$ cat config.mk
export PLATFORM = sky130hd
export DESIGN_NAME = ltk_ctrl
export DESIGN_NICKNAME = d
export VERILOG_FILES = /design/src/rtl/ltk_pkg.sv /design/src/rtl/ltk_ctrl.sv
export SDC_FILE = /design/constraint.sdc
export NUM_CORES = 1
export LEC_CHECK = 0
export ABC_CLOCK_PERIOD_IN_PS = 3600
export BUFFER_PORTS_ARGS = -buffer_cell sky130_fd_sc_hd__buf_2
export CAP_MARGIN = 30
export CORE_AREA = 4 4 41 43
export DETAILED_ROUTE_END_ITERATION = 6
export DIE_AREA = 0 0 45 47
export HOLD_SLACK_MARGIN = 0.12
export PLACE_DENSITY = 0.89
export SETUP_SLACK_MARGIN = 0.02
export SKIP_CTS_REPAIR_TIMING = 1
export SLEW_MARGIN = 20
export SYNTH_ARGS = -nofsm -noshare
export SYNTH_HDL_FRONTEND = slang
export SYNTH_SLANG_ARGS = --single-unit
$ cat constraint.sdc
create_clock -name clock -period 3.6 [get_ports clock]
set_input_delay 0.72 -clock clock [delete_from_list [all_inputs] [get_ports clock]]
set_output_delay 0.72 -clock clock [all_outputs]
set_load 0.005 [all_outputs]
$ cat src/rtl/ltk_pkg.sv
// Shared types and constants for the latency top-k tracker.
// Used by the channel interfaces, the controller, the datapath and the top level.
// No dependencies.
`timescale 1ns / 1ps

package ltk_pkg;

   // Word field widths
   localparam int OP_W     = 2;
   localparam int TIME_W   = 64;
   localparam int STATUS_W = 2;
   localparam int KEPT_W   = 7;

   // Register port geometry
   localparam int CSR_ADDR_W = 3;
   localparam int CSR_DATA_W = 32;
   localparam logic REG_SAMPLING = 1'b0;   // register index, taken from paddr[2]

   // Request operation codes
   typedef enum logic [OP_W-1:0] {
      OP_START = 2'd0,
      OP_STOP  = 2'd1,
      OP_POP   = 2'd2
   } op_type;

   // Response status codes
   typedef enum logic [STATUS_W-1:0] {
      ST_OK      = 2'd0,
      ST_BUSY    = 2'd1,
      ST_EMPTY   = 2'd2,
      ST_IGNORED = 2'd3
   } status_type;

   // Controller states
   typedef enum logic [3:0] {
      S_IDLE,
      S_DECODE,
      S_UP_RD,
      S_UP_CMP,
      S_TOP_CMP,
      S_POP_LD,
      S_DN_RD,
      S_DN_CMP,
      S_FINISH
   } state_type;

   // Heap read address selection
   typedef enum logic [1:0] {
      RD_TOP,
      RD_PARENT,
      RD_CHILD,
      RD_POP
   } rd_mode_type;

   // Heap write selection
   typedef enum logic [1:0] {
      WR_NONE,
      WR_HOLE,
      WR_PARENT,
      WR_CHILD
   } wr_mode_type;

   // Heap position update
   typedef enum logic [2:0] {
      POS_KEEP,
      POS_COUNT,
      POS_ZERO,
      POS_PARENT,
      POS_CHILD
   } pos_mode_type;

   // Moving value update
   typedef enum logic [1:0] {
      HOLE_KEEP,
      HOLE_LAT,
      HOLE_TAIL
   } hole_mode_type;

   // Controller to datapath commands
   typedef struct packed {
      logic          req_ready;
      logic          set_start;
      logic          set_status;
      status_type    status;
      rd_mode_type   rd_mode;
      wr_mode_type   wr_mode;
      pos_mode_type  pos_mode;
      hole_mode_type hole_mode;
      logic          cnt_inc;
      logic          cnt_dec;
      logic          set_value;
      logic          load_out;
   } cmd_type;

   // Datapath to controller status
   typedef struct packed {
      logic   req_valid;
      op_type op;
      logic   sampling;
      logic   full;
      logic   empty;
      logic   pos_zero;
      logic   left_ok;
      logic   up_less;
      logic   top_less;
      logic   child_less;
      logic   out_free;
   } stat_type;

endpackage

$ cat src/rtl/ltk_ctrl.sv
// Controller for the latency top-k tracker: decodes each request word and
// sequences heap sift-up and sift-down steps. Depends on ltk_pkg.
`timescale 1ns / 1ps

module ltk_ctrl (
   input  logic              clock,
   input  logic              reset,
   input  ltk_pkg::stat_type stat,
   output ltk_pkg::cmd_type  cmd
);

   ltk_pkg::state_type state_ff;
   ltk_pkg::state_type state_in;

   // State register
   always_ff @(posedge clock) begin
      if (reset) begin
         state_ff <= ltk_pkg::S_IDLE;
      end else begin
         state_ff <= state_in;
      end
   end

   // Next state
   always_comb begin
      state_in = state_ff;
      unique case (state_ff)
         ltk_pkg::S_IDLE: begin
            if (stat.req_valid) state_in = ltk_pkg::S_DECODE;
         end
         ltk_pkg::S_DECODE: begin
            state_in = ltk_pkg::S_FINISH;
            case (stat.op)
               ltk_pkg::OP_STOP: begin
                  if (stat.sampling) begin
                     state_in = stat.full ? ltk_pkg::S_TOP_CMP : ltk_pkg::S_UP_RD;
                  end
               end
               ltk_pkg::OP_POP: begin
                  if (!stat.sampling && !stat.empty) state_in = ltk_pkg::S_POP_LD;
               end
               default: state_in = ltk_pkg::S_FINISH;
            endcase
         end
         ltk_pkg::S_UP_RD: begin
            state_in = stat.pos_zero ? ltk_pkg::S_FINISH : ltk_pkg::S_UP_CMP;
         end
         ltk_pkg::S_UP_CMP: begin
            state_in = stat.up_less ? ltk_pkg::S_UP_RD : ltk_pkg::S_FINISH;
         end
         ltk_pkg::S_TOP_CMP: begin
            state_in = stat.top_less ? ltk_pkg::S_DN_RD : ltk_pkg::S_FINISH;
         end
         ltk_pkg::S_POP_LD: begin
            state_in = ltk_pkg::S_DN_RD;
         end
         ltk_pkg::S_DN_RD: begin
            state_in = stat.left_ok ? ltk_pkg::S_DN_CMP : ltk_pkg::S_FINISH;
         end
         ltk_pkg::S_DN_CMP: begin
            state_in = stat.child_less ? ltk_pkg::S_DN_RD : ltk_pkg::S_FINISH;
         end
         ltk_pkg::S_FINISH: begin
            if (stat.out_free) state_in = ltk_pkg::S_IDLE;
         end
         default: state_in = ltk_pkg::S_IDLE;
      endcase
   end

   // Command outputs
   always_comb begin
      cmd           = '0;
      cmd.status    = ltk_pkg::ST_OK;
      cmd.rd_mode   = ltk_pkg::RD_TOP;
      cmd.wr_mode   = ltk_pkg::WR_NONE;
      cmd.pos_mode  = ltk_pkg::POS_KEEP;
      cmd.hole_mode = ltk_pkg::HOLE_KEEP;
      unique case (state_ff)
         ltk_pkg::S_IDLE: begin
            cmd.req_ready = 1'b1;
         end
         ltk_pkg::S_DECODE: begin
            cmd.set_status = 1'b1;
            case (stat.op)
               ltk_pkg::OP_START: begin
                  if (stat.sampling) cmd.set_start = 1'b1;
                  else cmd.status = ltk_pkg::ST_IGNORED;
               end
               ltk_pkg::OP_STOP: begin
                  if (!stat.sampling) begin
                     cmd.status = ltk_pkg::ST_IGNORED;
                  end else if (stat.full) begin
                     cmd.rd_mode   = ltk_pkg::RD_TOP;
                     cmd.hole_mode = ltk_pkg::HOLE_LAT;
                  end else begin
                     cmd.pos_mode  = ltk_pkg::POS_COUNT;
                     cmd.hole_mode = ltk_pkg::HOLE_LAT;
                     cmd.cnt_inc   = 1'b1;
                  end
               end
               ltk_pkg::OP_POP: begin
                  if (stat.sampling) cmd.status = ltk_pkg::ST_BUSY;
                  else if (stat.empty) cmd.status = ltk_pkg::ST_EMPTY;
                  else cmd.rd_mode = ltk_pkg::RD_POP;
               end
               default: cmd.status = ltk_pkg::ST_IGNORED;
            endcase
         end
         ltk_pkg::S_UP_RD: begin
            if (stat.pos_zero) cmd.wr_mode = ltk_pkg::WR_HOLE;
            else cmd.rd_mode = ltk_pkg::RD_PARENT;
         end
         ltk_pkg::S_UP_CMP: begin
            if (stat.up_less) begin
               cmd.wr_mode  = ltk_pkg::WR_PARENT;
               cmd.pos_mode = ltk_pkg::POS_PARENT;
            end else begin
               cmd.wr_mode = ltk_pkg::WR_HOLE;
            end
         end
         ltk_pkg::S_TOP_CMP: begin
            if (stat.top_less) cmd.pos_mode = ltk_pkg::POS_ZERO;
         end
         ltk_pkg::S_POP_LD: begin
            cmd.set_value = 1'b1;
            cmd.hole_mode = ltk_pkg::HOLE_TAIL;
            cmd.cnt_dec   = 1'b1;
            cmd.pos_mode  = ltk_pkg::POS_ZERO;
         end
         ltk_pkg::S_DN_RD: begin
            if (stat.left_ok) cmd.rd_mode = ltk_pkg::RD_CHILD;
            else cmd.wr_mode = ltk_pkg::WR_HOLE;
         end
         ltk_pkg::S_DN_CMP: begin
            if (stat.child_less) begin
               cmd.wr_mode  = ltk_pkg::WR_CHILD;
               cmd.pos_mode = ltk_pkg::POS_CHILD;
            end else begin
               cmd.wr_mode = ltk_pkg::WR_HOLE;
            end
         end
         ltk_pkg::S_FINISH: begin
            cmd.load_out = stat.out_free;
         end
         default: cmd.req_ready = 1'b0;
      endcase
   end

`ifndef ASSERT_OFF
   a_accept_decodes: assert property (@(posedge clock) disable iff (reset)
      (stat.req_valid && cmd.req_ready) |=> (state_ff == ltk_pkg::S_DECODE))
      else $error("accepted word did not enter decode");

   a_load_when_free: assert property (@(posedge clock) disable iff (reset)
      cmd.load_out |-> stat.out_free)
      else $error("response loaded over a pending word");

   a_ready_only_idle: assert property (@(posedge clock) disable iff (reset)
      cmd.req_ready |-> !(cmd.load_out || cmd.set_status || cmd.wr_mode != ltk_pkg::WR_NONE))
      else $error("request ready while an item is in flight");
`endif

endmodule

# Word-level counts from Yosys, hierarchy flattened
# Cells that the tools add are included.
[word_totals]
ff_bits = 4
[op_classes]
eq_ne = 12
mux = 43
reduce_logical = 7
[op_table]
columns = ["operator", "n"]
rows = [
  ["$mux W4", 10],
  ["$pmux W4 S9", 1],
  ["$mux W2", 12],
  ["$eq A4 B3 Y1 const B", 4],
  ["$pmux W3 S5", 1],
  ["$mux W6", 2],
  ["$mux W1", 10],
  ["$eq A4 B2 Y1 const B", 2],
  ["$pmux W2 S2", 2],
  ["$pmux W2 S4", 1],
  ["$pmux W4 S2", 1],
  ["$mux W3", 2],
  ["$pmux W2 S3", 1],
  ["$eq A4 B1 Y1 const B", 1],
  ["$eq A4 B4 Y1 const B", 1],
  ["$logic_not A4 Y1", 1],
  ["$ne A2 B2 Y1 const B", 2],
  ["$eq A2 B1 Y1 const B", 1],
  ["$eq A2 B2 Y1 const B", 1],
  ["$logic_not A1 Y1", 2],
  ["$logic_not A2 Y1", 1],
  ["$reduce_and A2 Y1", 1],
  ["$reduce_or A2 Y1", 1],
  ["$logic_and A1 B1 Y1", 1],
]

# Logic depth before layout (Yosys ltp)
# Gate-level depths: netlist of run 1.
[logic_depth]
word_depth = 5
ltp_mapped = 6
depth_no_buf = 6

# Worst setup path before layout of run 1
# No wires, ideal clock.
[synth_timing]
path_kind = "input to output"
startpoint = "in stat[9] (netlist name)"
endpoint = "out cmd[14] (netlist name)"
arrival_time_ns = 1.423
t_required_ns = 2.880
setup_slack_ns = 1.457
cell_stages = 5
path_cell_list = "inv_1 -> ha_1 -> a211oi_1 -> nor2_1 -> o21a_1"
[synth_lines]
columns = ["element", "line", "source"]
rows = [
  ["from (decl)", "ltk_ctrl.sv:8", "input ltk_pkg::stat_type stat,"],
  ["to (decl)", "ltk_ctrl.sv:9", "output ltk_pkg::cmd_type cmd"],
]

==> results of run 1 <==
[synthesized netlist by cell type (all sizes together)]
cell type,number,area share
nand2b,3,0.031
a21oi,9,0.075
a211oi,1,0.012
dfxtp,4,0.13
clkbuf,5,0.031
buf,3,0.037
and3,2,0.021
a31oi,3,0.031
ha,5,0.10
nand4bb,1,0.019
o21ai,4,0.033
mux2i,1,0.017
nand3,3,0.025
nand2,5,0.031
nor4b,1,0.039
nand4b,1,0.015
inv,3,0.019
nor3,5,0.041
o32ai,1,0.027
o21bai,1,0.019
and4b,1,0.017
nand3b,2,0.025
or2,1,0.010
nor3b,1,0.012
or3,2,0.021
nor2,9,0.056
and3b,1,0.015
o31ai,2,0.025
o21a,2,0.025
nor2b,2,0.021
a2111oi,1,0.015
[placed cells by master, fill, tap and decap left out, types with 2 or more instances in the layout]
cell      netlist  final
nor2b_1         2      2
nand2_1         5      5
o31ai_1         2      2
and3_1          2      2
nor2_1          9      9
nand3b_1        2      2
nor3_1          5      5
o21ai_0         4      4
a21oi_1         9      9
dfxtp_1         4      4
clkbuf_4        0      3
buf_2           0     31
inv_1           3      3
or3_1           2      2
nand2b_1        3      3
o21a_1          2      2
nand3_1         3      3
a31oi_1         3      3
ha_1            5      5
[cells by family after synthesis]
kind of cell	synth area share
buffers and inverters	0.0871
adders and majority gates	0.104
AOI/OAI and AO/OA	0.261
DFF	0.133
and+or+nand+nor	0.398
muxes	0.0166
[worst max-delay path: stages (launching register included)]
cell	delay [ns]
dfxtp_1	0.63
nor4b_4	0.47
and4b_1	0.31
o21bai_2	0.12
buf_2	0.12
[power groups by stage]
stage | Sequential [mW] | Combinational (mW) | Clock [mW]
after CTS | 0.0561 | 0.0520 | 0.0579
after global placement | 0.0567 | 0.0506 | 0
after global routing | 0.0576 | 0.0592 | 0.0608
final | 0.0560 | 0.0517 | 0.0544
after detailed placement | 0.0570 | 0.0516 | 0
after floorplan | 0.0491 | 0.0396 | 0
[cell type report]
type / count / area (sq um) / share of cell area
Multi-Input combinational cell: 70 / 470 / 0.620
Timing Repair Buffer: 31 / 155 / 0.205
Sequential cell: 4 / 80.1 / 0.106
Clock buffer: 3 / 22.5 / 0.0297
Tap cell: 15 / 18.8 / 0.0248
Inverter: 3 / 11.3 / 0.0149
[per-stage QoR]
step	utilization	instance area (sq um)	hold slack, ns
after floorplan	-	603	0.610
after global placement	0.565	736	0.735
after detailed placement	0.565	736	0.728
after CTS	0.583	758	0.681
after global routing	0.583	758	0.687
final	0.583	758	0.692
[worst max-delay path by stage]
stage                             startpoint  endpoint
floorplan                            stat[9]   cmd[14]
global placement                     stat[9]   cmd[14]
detailed placement                   stat[9]   cmd[11]
CTS                 state_ff[0]$_SDFFE_PP0P_    cmd[6]
global route        state_ff[0]$_SDFFE_PP0P_    cmd[6]
finish              state_ff[0]$_SDFFE_PP0P_    cmd[6]
[layer usage]
metal  global-route usage  wire length [microns]
met2                0.297                    711
met1                0.186                    653
met5                    0                      0
met4               0.0351                      0
met3               0.0230                    128
==> metrics.csv, run 1 <==
metric,value,unit
cp-start-kind,flop,
track_usage,0.157,
ys_ff_latch,4,
drive_gt1_frac,0.333,
wirelength,1.49,mm
tns,0,ns
fmax,0.384,GHz
peakVddDrop,0.0834,mV
globalplace.congestion,0.792,
grt_max_degree,18,
top_regs,state_ff x4,
min_from,reset,
pre_cts_slack,1.15,ns
finalCriticalPeriod,2.61,ns
pwr-share-seq,0.346,
drt_pass1_iterations,4,
cap_violations,0,
arrival,1.89,ns
synth_cell_types,31,
slew_headroom,0.659,
dp.cells,123,
pwr-share-clk,0.335,
grt_pass1_wl,2.57,mm
grt_remaining_overflow,0,
cts.clk_slew.worst_paths,0.04,ns
nets,132,
n_antenna_cell,0,
critPathMaxFanout,17,
leakage,0.380,nW
worst_r2r_path_depth,4,
fill_cells,131,
port_buffers,31,
sw_frac_of_total,0.320,
end_kind,output port,
core_area,0.00130,sq mm
antenna_left,0,
setup_viol,0,
internal_power,0.110,mW
finalHoldViolCount,0,
vias,684,
ios,32,
cts_tree,built,
syn_area_per_cell,7.10,sq um
largest_register_ffs,4,
synthCells,85,
power_switching,0.0519,mW
slew_viol_final,0,
wl_per_cell,11.9,microns
worstSkewPairLatency,0.23,ns
fin_ws,0.994,ns
drt_iter0_drc,10,
hold_path.class,in -> reg,
clock-root-buffer,clkbuf_4,
fp.dieH,47,microns
timing.rr.end,state_ff[1]$_SDFFE_PP0P_,
clock-sinks,4,
rsz0062_at_grt,no,
htreeDepth,1,
regMostFlops,state_ff,
finalNonFillerCells,126,
die_w,45,microns
grt_pass1_vias,631,
seq_area_frac_synth,0.133,
start_util,0.463,
design_power_total,0.162,mW
critical_path_class,reg -> out,
drc,0,
viasPerCell,5.43,
ys_warn_count,0,
clockBufferDepth,2,
pwr-share-comb,0.319,
syn-num-nets,104,
hold-path-endpoint,state_ff[1]$_SDFFE_PP0P_,
rrSetupSlack,1.89,ns
outcome,completed,
fin_crit_sh,0.724,
area_delta_synth_final,25.7,%
place_hpwl,1.19,mm
antenna_found_initial,0,
row_count,13,
power_density,214,mW/mm^2
r2r_start,state_ff[0]$_SDFFE_PP0P_,
worstMarginPinSlew,0.510,ns
syn_area,603,sq um
worstPathRequired,2.88,ns
skew,0.00449,ns
cts_buffers,3,
hold_depth,2,
die-area,0.00212,sq mm
No activity file was read; power rests on OpenSTA's default activity.
==> run 2, diff against run 1 <==
Settings changed: ABC_CLOCK_PERIOD_IN_PS 3600 to 2100, CORE_AREA 4 4 41 43 to unset, CORE_ASPECT_RATIO set to 0.9, CORE_MARGIN set to 4, CORE_UTILIZATION set to 39, DIE_AREA 0 0 45 47 to unset, PLACE_DENSITY 0.89 to 0.82.
Clock period 3.6 ns to 2.1 ns, I/O delays scaled along.
==> run 2 against run 1 <==
Net effect: clock skew down 0.0038 ns; sequential share of layout area down 0.21 points; design area up 2.0%; critical endpoint unchanged.
==> metrics.csv, run 2 (synthesized netlist as in run 1, its figures left out) <==
metric,value,unit,change
cts_tree,built,,unchanged
place_hpwl,1.31,mm,was 1.19 mm
wirelength,1.59,mm,was 1.49 mm
grt_remaining_overflow,0,,unchanged
clock-sinks,4,,unchanged
fp.dieH,45.3,microns,was 47 microns
fin_util,0.534,,was 0.583
tns,0,ns,unchanged
leakage,0.391,nW,was 0.380 nW
htreeDepth,1,,unchanged
grt_max_degree,17,,was 18
clock-root-buffer,clkbuf_4,,unchanged
finalHoldViolCount,0,,unchanged
die-area,0.00224,sq mm,was 0.00212 sq mm
track_usage,0.148,,was 0.157
port_buffers,31,,unchanged
critPathMaxFanout,16,,was 17
end_kind,output port,,unchanged
outcome,completed,,unchanged
regMostFlops,state_ff,,unchanged
drc,0,,unchanged
power_density,365,mW/mm^2,was 214 mW/mm^2
arrival,1.52,ns,was 1.89 ns
drt_iter0_drc,11,,was 10
antenna_left,0,,unchanged
cap_violations,0,,unchanged
largest_register_ffs,4,,unchanged
worstMarginPinSlew,0.520,ns,was 0.510 ns
peakVddDrop,0.194,mV,was 0.0834 mV
die_w,49.5,microns,was 45 microns
grt_pass1_wl,2.62,mm,was 2.57 mm
cts_buffers,3,,unchanged
antenna_found_initial,0,,unchanged
row_count,13,,unchanged
skew,0.000685,ns,was 0.00449 ns
fill_cells,145,,was 131
slew_viol_final,0,,unchanged
top_regs,state_ff x4,,unchanged
worstPathRequired,1.68,ns,was 2.88 ns
vias,707,,was 684
layout_commonest_cell,buf_2,,unchanged
whs,0.391,ns,was 0.692 ns
setup_viol,0,,unchanged
wl_per_cell,12.4,microns,was 11.9 microns
drt_pass1_iterations,2,,was 4
fmax,0.515,GHz,
area_delta_synth_final,28.2,%,was 25.7%
drive_gt1_frac,0.345,,was 0.333
finalCriticalPeriod,1.94,ns,
ios,32,,unchanged
start_util,0.417,,was 0.463
fin_crit_sh,0.925,,
cts.clk_slew.worst_paths,0.03,ns,was 0.04 ns
critical_path_class,reg -> out,,unchanged
core_area,0.00145,sq mm,was 0.00130 sq mm
clockBufferDepth,2,,unchanged
grt_pass1_vias,637,,was 631
hold_path.class,in -> reg,,unchanged
globalplace.congestion,0.826,,was 0.792
placed_cell_area,751,sq um,was 736 sq um
n_antenna_cell,0,,unchanged
cp-start-kind,flop,,unchanged
rsz0062_at_grt,no,,unchanged
design_area,773,sq um,was 758 sq um
viasPerCell,5.52,,was 5.43
worstSkewPairLatency,0.23,ns,about the same
final_cell_mix,"31 x buf_2, 9 x nor2_1, 9 x a21oi_1",,unchanged
slew_headroom,0.653,,was 0.659
nets,134,,was 132
run 2: worst paths after layout:
| kind | depth (start not counted) | to | start | slack (ns) |
|---|---|---|---|---|
| setup / recovery | 4 | cmd[6] | state_ff[2]$_SDFFE_PP0P_ | 0.16 |
| setup reg to reg | 4 | state_ff[3]$_SDFFE_PP0P_ | state_ff[3]$_SDFFE_PP0P_ | 0.60 |
| hold reg to reg | 2 | state_ff[3]$_SDFFE_PP0P_ | state_ff[0]$_SDFFE_PP0P_ | 0.67 |
| hold / removal | 2 | state_ff[3]$_SDFFE_PP0P_ | reset | 0.39 |
run 2: final cells by class:
class	count	area [sq um]	area share
sequential	4	80.1	0.104
clock buffer	3	22.5	0.0291
multi-input combinational	70	470	0.608
tap	15	18.8	0.0243
timing repair buffer	33	170	0.220
inverter	3	11.3	0.0146
run 2: metal layers:
| layer | part of all wire | track usage | vias up |
|---|---|---|---|
| li1 | - | - | 364 |
| met4 | 0 | 0.0331 | 0 |
| met5 | 0 | 0 | - |
| met1 | 0.45 | 0.171 | 320 |
| met2 | 0.48 | 0.286 | 23 |
| met3 | 0.065 | 0.0297 | 0 |
run 2: worst max-delay path: stages (launching register included):
cell and delay (ns):
dfxtp_1 0.46, nor4b_4 0.34, and4b_1 0.26, o21bai_2 0.12, buf_2 0.12
run 2: metrics by stage:
step | setup WS (ns) | instances | total power, mW
detailed placement | 0.196 | 125 | 0.194
global route | 0.0506 | 128 | 0.311
global placement | 0.254 | 125 | 0.190
floorplan | 0.509 | 85 | 0.152
finish | 0.158 | 128 | 0.282
CTS | 0.153 | 128 | 0.289
run 2: where the power goes:
group	switching (mW)	leakage [nW]	internal (mW)
clock network	0.0262	0.0138	0.0636
registers	0.0106	0.0326	0.0804
logic	0.0513	0.344	0.0500
==> run 3, diff against run 2 <==
Settings changed: RECOVER_POWER set to 100.
==> run 3 against run 2 <==
Net effect: total power shrank 0.83%; register-to-register slack barely moved; setup slack worse by 0.0019 ns; largest cell class unchanged.
==> metrics.csv, run 3 (synthesized netlist as in run 1, its figures left out) <==
metric,value,unit,change
grt_pass1_wl,2.62,mm,unchanged
vias,703,,was 707
leakage,0.353,nW,was 0.391 nW
finalHoldViolCount,0,,unchanged
r2r_start,state_ff[3]$_SDFFE_PP0P_,,unchanged
skew,0.000685,ns,unchanged
final_cell_mix,"21 x buf_2, 9 x nor2_1, 9 x a21oi_1, 8 x clkbuf_1",,"was 31 x buf_2, 9 x nor2_1, 9 x a21oi_1"
die-area,0.00224,sq mm,unchanged
fin_crit_sh,0.926,,was 0.925
cts.clk_slew.worst_paths,0.03,ns,about the same
drc,0,,unchanged
whs,0.391,ns,about the same
hold_depth,2,,unchanged
port_buffers,31,,unchanged
n_antenna_cell,0,,unchanged
fin_util,0.525,,was 0.534
top_regs,state_ff x4,,unchanged
critical_path_class,reg -> out,,unchanged
die_w,49.5,microns,unchanged
hold_path.class,in -> reg,,unchanged
clock-root-buffer,clkbuf_4,,unchanged
outcome,completed,,unchanged
peakVddDrop,0.193,mV,was 0.194 mV
critPathMaxStageDelay,0.46,ns,about the same
finalCriticalPeriod,1.94,ns,about the same
regMostFlops,state_ff,,unchanged
wl_met3,102,microns,was 103 microns
wl_per_cell,12.5,microns,was 12.4 microns
drt-met1-wl,733,microns,was 716 microns
area_delta_synth_final,26.1,%,was 28.2%
clockBufferDepth,2,,unchanged
worstPathRequired,1.68,ns,about the same
slew_headroom,0.652,,was 0.653
drt_iter0_drc,9,,was 11
slowest_stage,dfxtp_1,,unchanged
wl_met2,757,microns,was 770 microns
fmax,0.515,GHz,about the same
largest_register_ffs,4,,unchanged
design_area,761,sq um,was 773 sq um
ios,32,,unchanged
tns,0,ns,unchanged
crit_buf_inv,1,,unchanged
hold-path-endpoint,state_ff[3]$_SDFFE_PP0P_,,unchanged
grt_max_degree,17,,unchanged
antenna_found_initial,0,,unchanged
row_count,13,,unchanged
placed_cell_area,751,sq um,unchanged
drive_gt1_frac,0.274,,was 0.345
cap_violations,0,,unchanged
track_usage,0.148,,unchanged
end_kind,output port,,unchanged
grt_remaining_overflow,0,,unchanged
worstMarginPinSlew,0.521,ns,was 0.520 ns
place_hpwl,1.31,mm,unchanged
rsz0062_at_grt,no,,unchanged
rrSetupSlack,0.60,ns,about the same
cp-start-kind,flop,,unchanged
antenna_left,0,,unchanged
setup_viol,0,,unchanged
crit_family,simple AND/OR/NAND/NOR gates,,unchanged
worstPathCellList,nor4b_4 > and4b_1 > o21bai_2 > buf_2,,unchanged
min_from,reset,,unchanged
power_density,368,mW/mm^2,was 365 mW/mm^2
worstSkewPairLatency,0.23,ns,about the same
slew_viol_final,0,,unchanged
grt_pass1_vias,637,,unchanged
globalplace.congestion,0.826,,unchanged
worst_r2r_path_depth,4,,unchanged
core_area,0.00145,sq mm,unchanged
cts_tree,built,,unchanged
arrival,1.52,ns,about the same
viasPerCell,5.49,,was 5.52
highest_layer,met3,,unchanged
htreeDepth,1,,unchanged
layout_commonest_cell,buf_2,,unchanged
timing.rr.end,state_ff[3]$_SDFFE_PP0P_,,unchanged
drt_pass1_iterations,2,,unchanged
cts_buffers,3,,unchanged
fill_cells,150,,was 145
start_util,0.417,,unchanged
wirelength,1.59,mm,about the same
critPathMaxFanout,16,,unchanged
nets,134,,unchanged
fp.dieH,45.3,microns,unchanged
clock-sinks,4,,unchanged
-- run 3: per-stage QoR --
| step | cells | setup slack (ns) | total power [mW] |
|---|---|---|---|
| final | 128 | 0.156 | 0.280 |
| after global routing | 128 | 0.0264 | 0.308 |
| after CTS | 128 | 0.153 | 0.289 |
| after detailed placement | 125 | 0.196 | 0.194 |
| after global placement | 125 | 0.254 | 0.190 |
| after floorplan | 85 | 0.509 | 0.152 |
-- run 3: cell type report --
class,count,area [sq um],area share
inverter,3,11.3,0.0148
sequential,4,80.1,0.105
tap,15,18.8,0.0247
timing repair buffer,33,158,0.207
clock buffer,3,22.5,0.0296
multi-input combinational,70,470,0.618
-- run 3: worst reg2reg max path, cell delays in order, from the launching register on --
cell and delay [ns]:
dfxtp_1 0.63, nor3b_1 0.26, a21oi_1 0.06, or3_1 0.32
a31oi_1 0.16
-- run 3: worst max path at each step --
stage / startpoint / endpoint / cells past startpoint
after floorplan: state_ff[2]$_SDFFE_PP0P_ / cmd[2] / 4
after global placement: stat[9] / cmd[11] / 8
after detailed placement: stat[9] / cmd[11] / 8
after CTS: state_ff[2]$_SDFFE_PP0P_ / cmd[6] / 4
after global routing: state_ff[0]$_SDFFE_PP0P_ / cmd[9] / 6
final: state_ff[2]$_SDFFE_PP0P_ / cmd[6] / 4
-- run 3: power breakdown --
| part | internal [mW] | leakage, nW | switching [mW] |
|---|---|---|---|
| clock network | 0.0636 | 0.0138 | 0.0262 |
| logic | 0.0473 | 0.307 | 0.0517 |
| registers | 0.0804 | 0.0326 | 0.0107 |
-- run 3: metal layers --
metal | GRT usage | vias to the layer above
met5 | 0 | -
met4 | 0.0331 | 0
met3 | 0.0297 | 0
met2 | 0.286 | 23
met1 | 0.171 | 316
li1 | - | 364
